[src/rtl/fifo_evict_key_value_cache_assert.svh]
// ----------------------------------------------------------------------------
// fifo evict key/value cache assertion macros
// property wrappers used by the cache rtl
// ----------------------------------------------------------------------------
`ifndef FIFO_EVICT_KEY_VALUE_CACHE_ASSERT_SVH
`define FIFO_EVICT_KEY_VALUE_CACHE_ASSERT_SVH

// same-cycle implication
`define FEC_ASSERT_NOW(label, clk, rst_n, ante, cons, msg) \
    label: assert property (@(posedge clk) disable iff (!rst_n) (ante) |-> (cons)) \
        else $error(msg);

// next-cycle implication
`define FEC_ASSERT_NEXT(label, clk, rst_n, ante, cons, msg) \
    label: assert property (@(posedge clk) disable iff (!rst_n) (ante) |=> (cons)) \
        else $error(msg);

`endif

[src/rtl/fec_pkg.sv]
// ----------------------------------------------------------------------------
// fec_pkg
// command codes, field widths and cell control type of the cache
// ----------------------------------------------------------------------------
`timescale 1ns / 1ps

package fec_pkg;

    localparam int CMD_W         = 2;
    localparam int KEY_FIELD_W   = 56;
    localparam int KEY_FIELD_BYTES = KEY_FIELD_W / 8;
    localparam int VALUE_FIELD_W = 32;
    localparam int COUNT_FIELD_W = 5;

    localparam logic [CMD_W-1:0] CMD_LOOKUP = 2'd0;
    localparam logic [CMD_W-1:0] CMD_PUT    = 2'd1;
    localparam logic [CMD_W-1:0] CMD_TAKE   = 2'd2;

    typedef struct packed {
        logic shift;
        logic load_key;
        logic load_val;
    } fec_cell_ctrl_t;

endpackage

[src/rtl/fifo_evict_key_value_cache.sv]
// ----------------------------------------------------------------------------
// fifo_evict_key_value_cache
// fully associative key/value cache with oldest-first replacement
// ----------------------------------------------------------------------------
// usage:
//   input channel (in_valid / in_stall) carries command, key and value;
//   output channel (out_valid / out_stall) returns found, value_out and
//   entry_count, one result transaction per input transaction.
//   slots form a chain of cells; slot 0 holds the oldest entry and a drop
//   shifts every cell down by one at once.
//   each transaction is accepted in the idle state, which registers the
//   normalized key; the execute state then does the parallel compare across
//   all cells and the update of the chain, and a new transaction is taken
//   only after the block leaves the execute state.
//   in_stall is high in the execute state; the next transaction can be
//   taken while a result waits in the output register.
//   if out_stall holds a result, execution of the next transaction waits
//   until the output register frees.
//   reset empties the cache (entry count zero), clears out_valid and returns to idle; slot
//   contents are not cleared and are never read before they are written.
// ----------------------------------------------------------------------------
`timescale 1ns / 1ps

`include "fifo_evict_key_value_cache_assert.svh"

module fifo_evict_key_value_cache #(
    parameter int SLOTS      = 16,
    parameter int KEY_BYTES  = 8,
    parameter int VALUE_BITS = 32
) (
    input  logic                              clk,
    input  logic                              rst_n,
    input  logic                              in_valid,
    output logic                              in_stall,
    input  logic [fec_pkg::CMD_W-1:0]         command,
    input  logic [fec_pkg::KEY_FIELD_W-1:0]   key,
    input  logic [fec_pkg::VALUE_FIELD_W-1:0] value,
    output logic                              out_valid,
    input  logic                              out_stall,
    output logic                              found,
    output logic [fec_pkg::VALUE_FIELD_W-1:0] value_out,
    output logic [fec_pkg::COUNT_FIELD_W-1:0] entry_count
);
    import fec_pkg::*;

    localparam int KEEP_BYTES = (KEY_BYTES - 1 < KEY_FIELD_BYTES) ? KEY_BYTES - 1
                                                                  : KEY_FIELD_BYTES;
    localparam int KEY_W = 8 * KEEP_BYTES;
    localparam int VAL_W = (VALUE_BITS < VALUE_FIELD_W) ? VALUE_BITS : VALUE_FIELD_W;
    localparam int CNT_W = $clog2(SLOTS + 1);

    localparam logic [0:0] ST_IDLE = 1'b0;
    localparam logic [0:0] ST_EXEC = 1'b1;

    // bytes after the first zero byte are dropped, at most KEEP_BYTES kept
    function automatic logic [KEY_FIELD_W-1:0] normalize(input logic [KEY_FIELD_W-1:0] raw);
        logic [KEY_FIELD_W-1:0] k;
        logic                   alive;
        k     = '0;
        alive = 1'b1;
        for (int i = 0; i < KEY_FIELD_BYTES; i++)
        begin
            if (i >= KEEP_BYTES || raw[8*i +: 8] == 8'h00)
            begin
                alive = 1'b0;
            end
            if (alive)
            begin
                k[8*i +: 8] = raw[8*i +: 8];
            end
        end
        return k;
    endfunction

    logic [0:0]               state_reg;
    logic [0:0]               state_next;
    logic [CMD_W-1:0]         cmd_reg;
    logic [KEY_W-1:0]         key_reg;
    logic [VAL_W-1:0]         val_reg;
    logic [CNT_W-1:0]         count_reg;
    logic [CNT_W-1:0]         count_next;
    logic                     out_valid_reg;
    logic                     out_valid_next;
    logic                     found_reg;
    logic                     found_next;
    logic [VALUE_FIELD_W-1:0] value_out_reg;
    logic [VALUE_FIELD_W-1:0] value_out_next;
    logic [CNT_W-1:0]         count_out_reg;

    logic [KEY_FIELD_W-1:0]   norm_key;
    logic                     in_take;
    logic                     exec_go;
    logic                     hit;
    logic                     full;
    logic                     do_shift;
    logic                     do_append;
    logic                     do_replace;
    logic [CNT_W-1:0]         append_idx;
    logic [VAL_W-1:0]         hit_val;
    logic [SLOTS-1:0]         match_vec;
    logic [KEY_W-1:0]         cell_key [SLOTS];
    logic [VAL_W-1:0]         cell_val [SLOTS];
    fec_cell_ctrl_t           cell_ctrl [SLOTS];
    logic [CNT_W+COUNT_FIELD_W-1:0] count_wide;

    assign norm_key = normalize(key);
    assign in_stall = (state_reg != ST_IDLE);
    assign in_take  = in_valid && !in_stall;
    assign exec_go  = (state_reg == ST_EXEC) && !(out_valid_reg && out_stall);

    // chain of slots, each takes its younger neighbor on a shift
    for (genvar g = 0; g < SLOTS; g++)
    begin : g_slot
        logic [KEY_W-1:0] nbr_key;
        logic [VAL_W-1:0] nbr_val;
        if (g == SLOTS - 1)
        begin : g_tail
            assign nbr_key = key_reg;
            assign nbr_val = val_reg;
        end
        else
        begin : g_body
            assign nbr_key = cell_key[g+1];
            assign nbr_val = cell_val[g+1];
        end

        always_comb
        begin
            cell_ctrl[g].shift    = do_shift;
            cell_ctrl[g].load_key = do_append && (append_idx == CNT_W'(g));
            cell_ctrl[g].load_val = (do_append && (append_idx == CNT_W'(g)))
                                 || (do_replace && match_vec[g]);
        end

        fec_cell #(
            .KEY_W (KEY_W),
            .VAL_W (VAL_W)
        ) u_cell (
            .clk     (clk),
            .live    (CNT_W'(g) < count_reg),
            .ctrl    (cell_ctrl[g]),
            .cmp_key (key_reg),
            .new_key (key_reg),
            .new_val (val_reg),
            .nbr_key (nbr_key),
            .nbr_val (nbr_val),
            .key_out (cell_key[g]),
            .val_out (cell_val[g]),
            .match   (match_vec[g])
        );
    end

    // keys are unique, so an or over the matching cells selects the hit value
    always_comb
    begin
        hit_val = '0;
        for (int i = 0; i < SLOTS; i++)
        begin
            if (match_vec[i])
            begin
                hit_val = hit_val | cell_val[i];
            end
        end
    end

    assign hit  = |match_vec;
    assign full = (count_reg == CNT_W'(SLOTS));

    always_comb
    begin
        do_shift       = 1'b0;
        do_append      = 1'b0;
        do_replace     = 1'b0;
        append_idx     = full ? CNT_W'(SLOTS - 1) : count_reg;
        count_next     = count_reg;
        found_next     = 1'b0;
        value_out_next = '0;
        if (exec_go)
        begin
            case (cmd_reg)
                CMD_LOOKUP:
                begin
                    found_next     = hit;
                    value_out_next = VALUE_FIELD_W'(hit_val);
                end
                CMD_PUT:
                begin
                    if (hit)
                    begin
                        do_replace     = 1'b1;
                        found_next     = 1'b1;
                        value_out_next = VALUE_FIELD_W'(hit_val);
                    end
                    else
                    begin
                        do_append = 1'b1;
                        if (full)
                        begin
                            // evict the oldest entry to make room
                            do_shift       = 1'b1;
                            found_next     = 1'b1;
                            value_out_next = VALUE_FIELD_W'(cell_val[0]);
                        end
                        else
                        begin
                            count_next = count_reg + CNT_W'(1);
                        end
                    end
                end
                CMD_TAKE:
                begin
                    if (count_reg != '0)
                    begin
                        do_shift       = 1'b1;
                        found_next     = 1'b1;
                        value_out_next = VALUE_FIELD_W'(cell_val[0]);
                        count_next     = count_reg - CNT_W'(1);
                    end
                end
                default:
                begin
                    found_next = 1'b0;
                end
            endcase
        end
    end

    always_comb
    begin
        state_next = state_reg;
        case (state_reg)
            ST_IDLE:
            begin
                if (in_take)
                begin
                    state_next = ST_EXEC;
                end
            end
            ST_EXEC:
            begin
                if (exec_go)
                begin
                    state_next = ST_IDLE;
                end
            end
            default:
            begin
                state_next = ST_IDLE;
            end
        endcase
    end

    always_comb
    begin
        out_valid_next = out_valid_reg;
        if (exec_go)
        begin
            out_valid_next = 1'b1;
        end
        else if (!out_stall)
        begin
            out_valid_next = 1'b0;
        end
    end

    always_ff @(posedge clk or negedge rst_n)
    begin
        if (!rst_n)
        begin
            state_reg     <= ST_IDLE;
            count_reg     <= '0;
            out_valid_reg <= 1'b0;
        end
        else
        begin
            state_reg     <= state_next;
            count_reg     <= count_next;
            out_valid_reg <= out_valid_next;
        end
    end

    always_ff @(posedge clk)
    begin
        if (in_take)
        begin
            cmd_reg <= command;
            key_reg <= norm_key[KEY_W-1:0];
            val_reg <= value[VAL_W-1:0];
        end
        if (exec_go)
        begin
            found_reg     <= found_next;
            value_out_reg <= value_out_next;
            count_out_reg <= count_next;
        end
    end

    assign count_wide  = (CNT_W + COUNT_FIELD_W)'(count_out_reg);
    assign out_valid   = out_valid_reg;
    assign found       = found_reg;
    assign value_out   = value_out_reg;
    assign entry_count = count_wide[COUNT_FIELD_W-1:0];

    `FEC_ASSERT_NOW(a_count_bound, clk, rst_n, 1'b1, count_reg <= CNT_W'(SLOTS), "entry count above slot count")
    `FEC_ASSERT_NOW(a_unique_match, clk, rst_n, state_reg == ST_EXEC, $onehot0(match_vec), "key held in more than one slot")
    `FEC_ASSERT_NEXT(a_busy_after_accept, clk, rst_n, in_take, in_stall, "transaction taken while executing")
    `FEC_ASSERT_NEXT(a_take_found, clk, rst_n, exec_go && cmd_reg == CMD_TAKE && count_reg != '0, out_valid && found, "take on a non-empty cache lost its entry")

endmodule

[src/rtl/fec_cell.sv]
// ----------------------------------------------------------------------------
// fec_cell
// one slot of the cache: key and value storage, key compare, shift from the
// younger neighbor
// ----------------------------------------------------------------------------
`timescale 1ns / 1ps

module fec_cell #(
    parameter int KEY_W = 56,
    parameter int VAL_W = 32
) (
    input  logic                    clk,
    input  logic                    live,
    input  fec_pkg::fec_cell_ctrl_t ctrl,
    input  logic [KEY_W-1:0]        cmp_key,
    input  logic [KEY_W-1:0]        new_key,
    input  logic [VAL_W-1:0]        new_val,
    input  logic [KEY_W-1:0]        nbr_key,
    input  logic [VAL_W-1:0]        nbr_val,
    output logic [KEY_W-1:0]        key_out,
    output logic [VAL_W-1:0]        val_out,
    output logic                    match
);
    import fec_pkg::*;

    logic [KEY_W-1:0] key_reg;
    logic [KEY_W-1:0] key_next;
    logic [VAL_W-1:0] val_reg;
    logic [VAL_W-1:0] val_next;

    always_comb
    begin
        key_next = key_reg;
        if (ctrl.load_key)
        begin
            key_next = new_key;
        end
        else if (ctrl.shift)
        begin
            key_next = nbr_key;
        end
        val_next = val_reg;
        if (ctrl.load_val)
        begin
            val_next = new_val;
        end
        else if (ctrl.shift)
        begin
            val_next = nbr_val;
        end
    end

    always_ff @(posedge clk)
    begin
        key_reg <= key_next;
        val_reg <= val_next;
    end

    assign match   = live && (key_reg == cmp_key);
    assign key_out = key_reg;
    assign val_out = val_reg;

endmodule

[config.mk]
export PLATFORM = sky130hd
export DESIGN_NAME = fifo_evict_key_value_cache
export DESIGN_NICKNAME = d
export VERILOG_FILES = /design/src/rtl/fec_pkg.sv /design/src/rtl/fifo_evict_key_value_cache.sv /design/src/rtl/fec_cell.sv
export VERILOG_INCLUDE_DIRS = /design/src /design/src/rtl
export SDC_FILE = /design/constraint.sdc
export NUM_CORES = 2
export LEC_CHECK = 0
export BUFFER_PORTS_ARGS = -buffer_cell sky130_fd_sc_hd__buf_2
export CAP_MARGIN = 0
export CORE_AREA = 5 5 533 535
export CTS_CLUSTER_SIZE = 30
export DETAILED_ROUTE_END_ITERATION = 6
export DIE_AREA = 0 0 538 540
export PLACE_DENSITY = 0.41
export SYNTH_ARGS = -nofsm -noshare
export SYNTH_HDL_FRONTEND = slang
export SYNTH_SLANG_ARGS = --single-unit
[constraint.sdc]
create_clock -name clk -period 13.75 [get_ports clk]
set_input_delay 2.75 -clock clk [delete_from_list [all_inputs] [get_ports clk]]
set_output_delay 2.75 -clock clk [all_outputs]
set_load 0.02 [all_outputs]
### Word level (Yosys, flattened, before mapping)

Cells that the tools add are included.

* logic and storage cells: 343
* bits of input ports: 94
* output and inout port bits: 40
* bits in registers: 1543

* equal/unequal tests: 35
* add/subtract/negate cells: 2
* bitwise operators: 16
* mux-type cells: 115
* magnitude comparators: 16
* reductions and logical operators: 112

Operator list (number)
* 56-bit two-way mux: 32
* 32-bit two-way mux: 51
* 56-bit equality test: 16
* 32-bit bitwise OR: 15
* 32-bit one-hot mux with 3 select lines: 1
* 2-bit nonzero test: 32
* 8-bit zero test: 7
* 1-bit logical AND: 51
* 5-bit by 4-bit equality test with 1-bit output, second input constant: 8
* 4-bit by 5-bit less-than comparator with 1-bit output, first input constant: 8
* 5-bit two-way mux: 5
* 1-bit two-way mux: 22
* 5-bit by 3-bit equality test with 1-bit output, second input constant: 4
* 3-bit by 5-bit less-than comparator with 1-bit output, first input constant: 4
* 1-bit logical OR: 16
* 16-bit OR reduction: 1
* 5-bit by 2-bit equality test with 1-bit output, second input constant: 2
* 1-bit by 5-bit less-than comparator with 1-bit output, first input constant: 2
* 2-bit by 5-bit less-than comparator with 1-bit output, first input constant: 2
* 5-bit one-hot mux with 2 select lines: 1
* 5-bit by 1-bit adder with 5-bit output, second input constant: 1
* 5-bit by 1-bit equality test with 1-bit output, second input constant: 1
* 5-bit equality test, second input constant: 1
* 5-bit zero test: 1
* 10 further kinds: 12

### Depth between registers and ports, before layout

* word-level depth: 35
* depth in mapped cells: 16

### Hierarchy

From an unflattened synthesis, not the netlist that was laid out.

* cells, all modules: 5231
* area total of the unflattened synthesis: 77979.8 sq um

Modules (own cells, without submodules)
* fec_cell: sequential area each 2642.5 sq um, times used 16, cells an instance 274, area an instance 4335.4 sq um
* fifo_evict_key_value_cache: sequential area each 4018.9 sq um, times used 1, cells an instance 847, area an instance 8613.3 sq um

### Worst setup path before layout

Ideal clock, no wire load.

* path kind: input to register
* start: input port out_stall
* end: register g_slot[15].u_cell.val_reg[0], enable pin
* buffers on the path: 2
* setup slack: 2972 ps
* cell stages on the path: 7
* arrival: 10390 ps
* cell sequence: nand2_1 and3_1 clkbuf_1 buf_2 nand2_1 o41ai_1 a21o_1

* cells in the longest elaborated chain, start to end: 7
* elaborated cells between the ends (all ways): 10

Ends and longest elaborated chain
* from (decl): RTL line fifo_evict_key_value_cache.sv:39 `input logic out_stall,`
* 1-bit logical AND (*): RTL line fifo_evict_key_value_cache.sv:109 `assign exec_go = (state_reg == ST_EXEC) && !(out_valid_reg && out_stall);`
* 1-bit zero test (*): RTL line fifo_evict_key_value_cache.sv:109
* 1-bit logical AND (*): RTL line fifo_evict_key_value_cache.sv:109
* 1-bit two-way mux: RTL line fifo_evict_key_value_cache.sv:178 `if (exec_go)`
* 1-bit logical AND (on tied branches): RTL line fifo_evict_key_value_cache.sv:131, fifo_evict_key_value_cache.sv:132
* 1-bit logical OR: RTL line fifo_evict_key_value_cache.sv:132 `|| (do_replace && match_vec[g]);`
* 2-bit nonzero test (no source line) (*)
* to (signal assigned): RTL line fec_cell.sv:56 `val_reg <= val_next;`
* to (decl): RTL line fec_cell.sv:28 `logic [VAL_W-1:0] val_reg;`

Every way passes the cells marked *; elsewhere a longest branch is shown, timed or not.
A chain may end at the register's enable or synchronous reset.

### Final worst setup path

* start: register count_reg[2]
* end: register g_slot[4].u_cell.val_reg[14], enable pin

* cells in the longest elaborated chain, start to end: 9
* elaborated cells between the ends (all ways): 52

Ends and longest elaborated chain
* from (decl): RTL line fifo_evict_key_value_cache.sv:80 `logic [CNT_W-1:0] count_reg;`
* from (signal assigned): RTL line fifo_evict_key_value_cache.sv:277 `count_reg <= count_next;`
* 1-bit by 5-bit less-than comparator with 1-bit output, or another cell as far along: RTL line fifo_evict_key_value_cache.sv:140 `.live (CNT_W'(g) < count_reg),`
* 1-bit logical AND: RTL line fec_cell.sv:59 `assign match = live && (key_reg == cmp_key);`
* 16-bit OR reduction: RTL line fifo_evict_key_value_cache.sv:166 `assign hit = |match_vec;`
* 1-bit two-way mux: RTL line fifo_evict_key_value_cache.sv:188 `if (hit)`
* 1-bit two-way mux: RTL line fifo_evict_key_value_cache.sv:180 `case (cmd_reg)`
* 1-bit two-way mux: RTL line fifo_evict_key_value_cache.sv:178
* 1-bit logical AND (on tied branches): RTL line fifo_evict_key_value_cache.sv:131, fifo_evict_key_value_cache.sv:132
* 1-bit logical OR: RTL line fifo_evict_key_value_cache.sv:132
* 2-bit nonzero test (no source line) (*)
* to (signal assigned): RTL line fec_cell.sv:56
* to (decl): RTL line fec_cell.sv:28

Marks and branches as above.

==> impl_metrics.tcl <==
set metrics [dict create \
    status "complete, no violations" \
    grt_pass1_wl_mm 466 \
    finalNetCount 5853 \
    cts-root-buf "clkbuf_16" \
    dp_hpwl_mm 232 \
    largest_register_ffs 896 \
    cts_tree "done" \
    clockBufferDepth 4 \
    rows 194 \
    synth_top_cell_area_share_pct 57.4 \
    drt_iter0_markers 5784 \
    cts_max_level 4 \
    rsz0062_at_grt "false" \
    arrival_ps 7600 \
    clkTransAtPathRegs_ps 60 \
    cts_hold_buffers 0 \
    wl_mm 346 \
    timing.slew.headroom_pct 22.9 \
    cellPowerDensity_nw_per_um2 136 \
    syn_area_per_cell_um2 14.1 \
    crit_fanout 65 \
    cts_setup_buffers 0 \
    io_pins 134 \
    area_growth_pct 13.1 \
    postRouteAntennaNets 0 \
    insertion_delay_ps 880 \
    critical_path_class "flop to flop" \
    fin_util_pct 32.6 \
    synth_top_cell_by_area "edfxtp_1" \
    ir_worst_vdd_v 0.000110 \
    clock_sinks 1543 \
    cts_resized 0 \
    ys.warnings.count 0 \
    antenna_found_initial 22 \
    synth_common_cells "1536 x edfxtp_1, 1141 x mux2_2, 758 x xor2_1" \
    power.internal_uw 8770 \
    slew_violations 0 \
    grt_max_degree 67 \
    ys_seq_area_share_pct 57.7 \
    ys_ff_latch 1543 \
    fmax_mhz 140 \
    ys.flop_type "edfxtp_1" \
    grt_util_all_layers_pct 23.0 \
    worstMarginPinSlew_ps 1150 \
    tritoncts.num_buffers 191 \
    hold_violations 0 \
    pwr-share-comb_pct 13.6 \
    p_leak_uw 0.0296 \
    synth_cell_types 76 \
    start_kind "flop" \
    drc 0 \
    via_per_inst 5.41 \
    seq_power_share_pct 46.8 \
    syn_inst 5700 \
    ys_top_cells_by_area "edfxtp_1 57%, mux2_2 16%, xor2_1 8.3%" \
    drt_pass1_iterations 5 \
    syn_nets 5805 \
    worst_ep_required_time_ps 14220 \
    synthMostInstantiatedCell "edfxtp_1" \
    fp.coreArea_um2 278000 \
    clkPwrFrac_pct 39.6 \
    dr_total_vias 52100 \
    power_uw 12400 \
    drive_gt1_share_pct 30.8 \
    die_area_um2 291000 \
    async_flop_share_pct 0.454 \
    fin_crit_ps 7130 \
    synth-edff-count 1536 \
    die-height_um 540 \
    min_path_type "flop to flop" \
    syn_area_um2 80300 \
    die_x_um 538 \
    setup_viol 0 \
    grt_pass1_vias 52300 \
    grt_overflow_total 0 \
    routedWlPerCell_um 36.0 \
    portBuffers 133 \
    finalClockSkew_ps 69.3 \
    p_sw_share_pct 29.0 \
    worst_slack_ps 6620 \
    tns_ps 0 \
    p_sw_uw 3580 \
    worstSetupEndpointType "flop" \
    period_share_pct 51.9 \
    place_ws_ps 6040 \
    gp_congestion 0.919 \
    maxCapViolCount 0 \
    initial_core_util_pct 28.8 \
]
==> path summary, 6_finish.rpt <==
kind	start	endpoint	slack, ps	cells past startpoint
max	count_reg[2]	g_slot[4].u_cell.val_out[14]	6620	11
min	g_slot[15].nbr_key[14]	g_slot[15].u_cell.key_out[14]	530	0
max reg2reg	count_reg[2]	g_slot[4].u_cell.val_out[14]	6620	11
min reg2reg	g_slot[15].nbr_key[14]	g_slot[15].u_cell.key_out[14]	530	0
max in group asynchronous	rst_n	count_reg[4]	11730	1
min in group asynchronous	rst_n	out_valid	1770	1
==> routing by layer <==
metal | wire [um] | global-route usage (%) | vias to the layer above
li1 | - | - | 22000
met1 | 161000 | 33.9 | 27300
met2 | 153000 | 35.3 | 2321
met3 | 23100 | 3.78 | 432
met4 | 8730 | 5.61 | 2
met5 | 7 | 0 | -
==> stage by stage <==
stage | area (um^2) | cells | hold slack, ps
global route | 90800 | 9616 | 553
finish | 90800 | 9619 | 525
detailed placement | 85000 | 9279 | 516
floorplan | 80300 | 5700 | 421
CTS | 90800 | 9615 | 530
global placement | 85000 | 9277 | 513
==> critical path, stage by stage, from the launching register on <==
cell,delay [ps]
dfrtp_1,970
inv_1,450
o311a_1,540
and4b_1,230
and4_1,340
a2111oi_1,940
and4_1,830
nand3_4,880
a21boi_4,410
buf_4,350
nand2_2,120
buf_4,570
==> logic make-up (layout without fill, tap and decap cells) <==
group,after synthesis,after routing,synth area share (%)
adder cells (fa/ha/maj),11,11,0.171
AO/OA/AOI/OAI,445,445,4.20
XOR/XNOR,864,864,9.42
multiplexers,1255,1255,17.6
other,0,4,0
flip-flops,1543,1543,57.7
buffers and inverters,504,695,3.21
AND/OR/NAND/NOR,1078,1078,7.73
==> area by class of cell <==
class,count,area (um^2)
Timing Repair Buffer,338,2230
Inverter,21,78.8
Clock buffer,238,5060
Tap cell,3724,4660
Clock inverter,98,754
Antenna cell,4,10.0
Multi-Input combinational cell,3653,31700
Sequential cell,1543,46300
Fill cell,27500,188000
==> cells in the final DEF (no fill, tap or decap), drive strengths merged, types with 9 or more instances in the layout <==
cell type | synthesis | layout
a21oi | 13 | 13
nand2b | 14 | 14
nor2b | 78 | 78
nand3 | 93 | 93
a22oi | 105 | 105
or4 | 16 | 16
clkbuf | 160 | 238
inv | 21 | 25
and4 | 11 | 11
xnor2 | 106 | 106
edfxtp | 1536 | 1536
a2111oi | 21 | 21
nand4 | 122 | 122
a221oi | 77 | 77
clkinv | 0 | 77
nor4 | 378 | 378
bufinv | 0 | 11
o21ai | 104 | 104
nor3 | 38 | 38
ha | 11 | 11
a21boi | 11 | 11
nand4b | 9 | 9
a22o | 76 | 76
buf | 323 | 338
nand2 | 154 | 154
nor4b | 11 | 11
nor2 | 71 | 71
and2 | 50 | 50
mux2 | 1253 | 1253
xor2 | 758 | 758
==> power by group through the flow <==
stage / clock network [uW] / registers [uW] / logic (uW)
2_1_floorplan: 0 / 5740 / 916
3_3_place_gp: 0 / 5880 / 1660
3_5_place_dp: 0 / 5880 / 1650
4_1_cts: 5010 / 5780 / 1660
5_1_grt: 5200 / 5800 / 1740
6_report: 4890 / 5780 / 1680
Note: power is estimated with default switching activity, not from simulation.
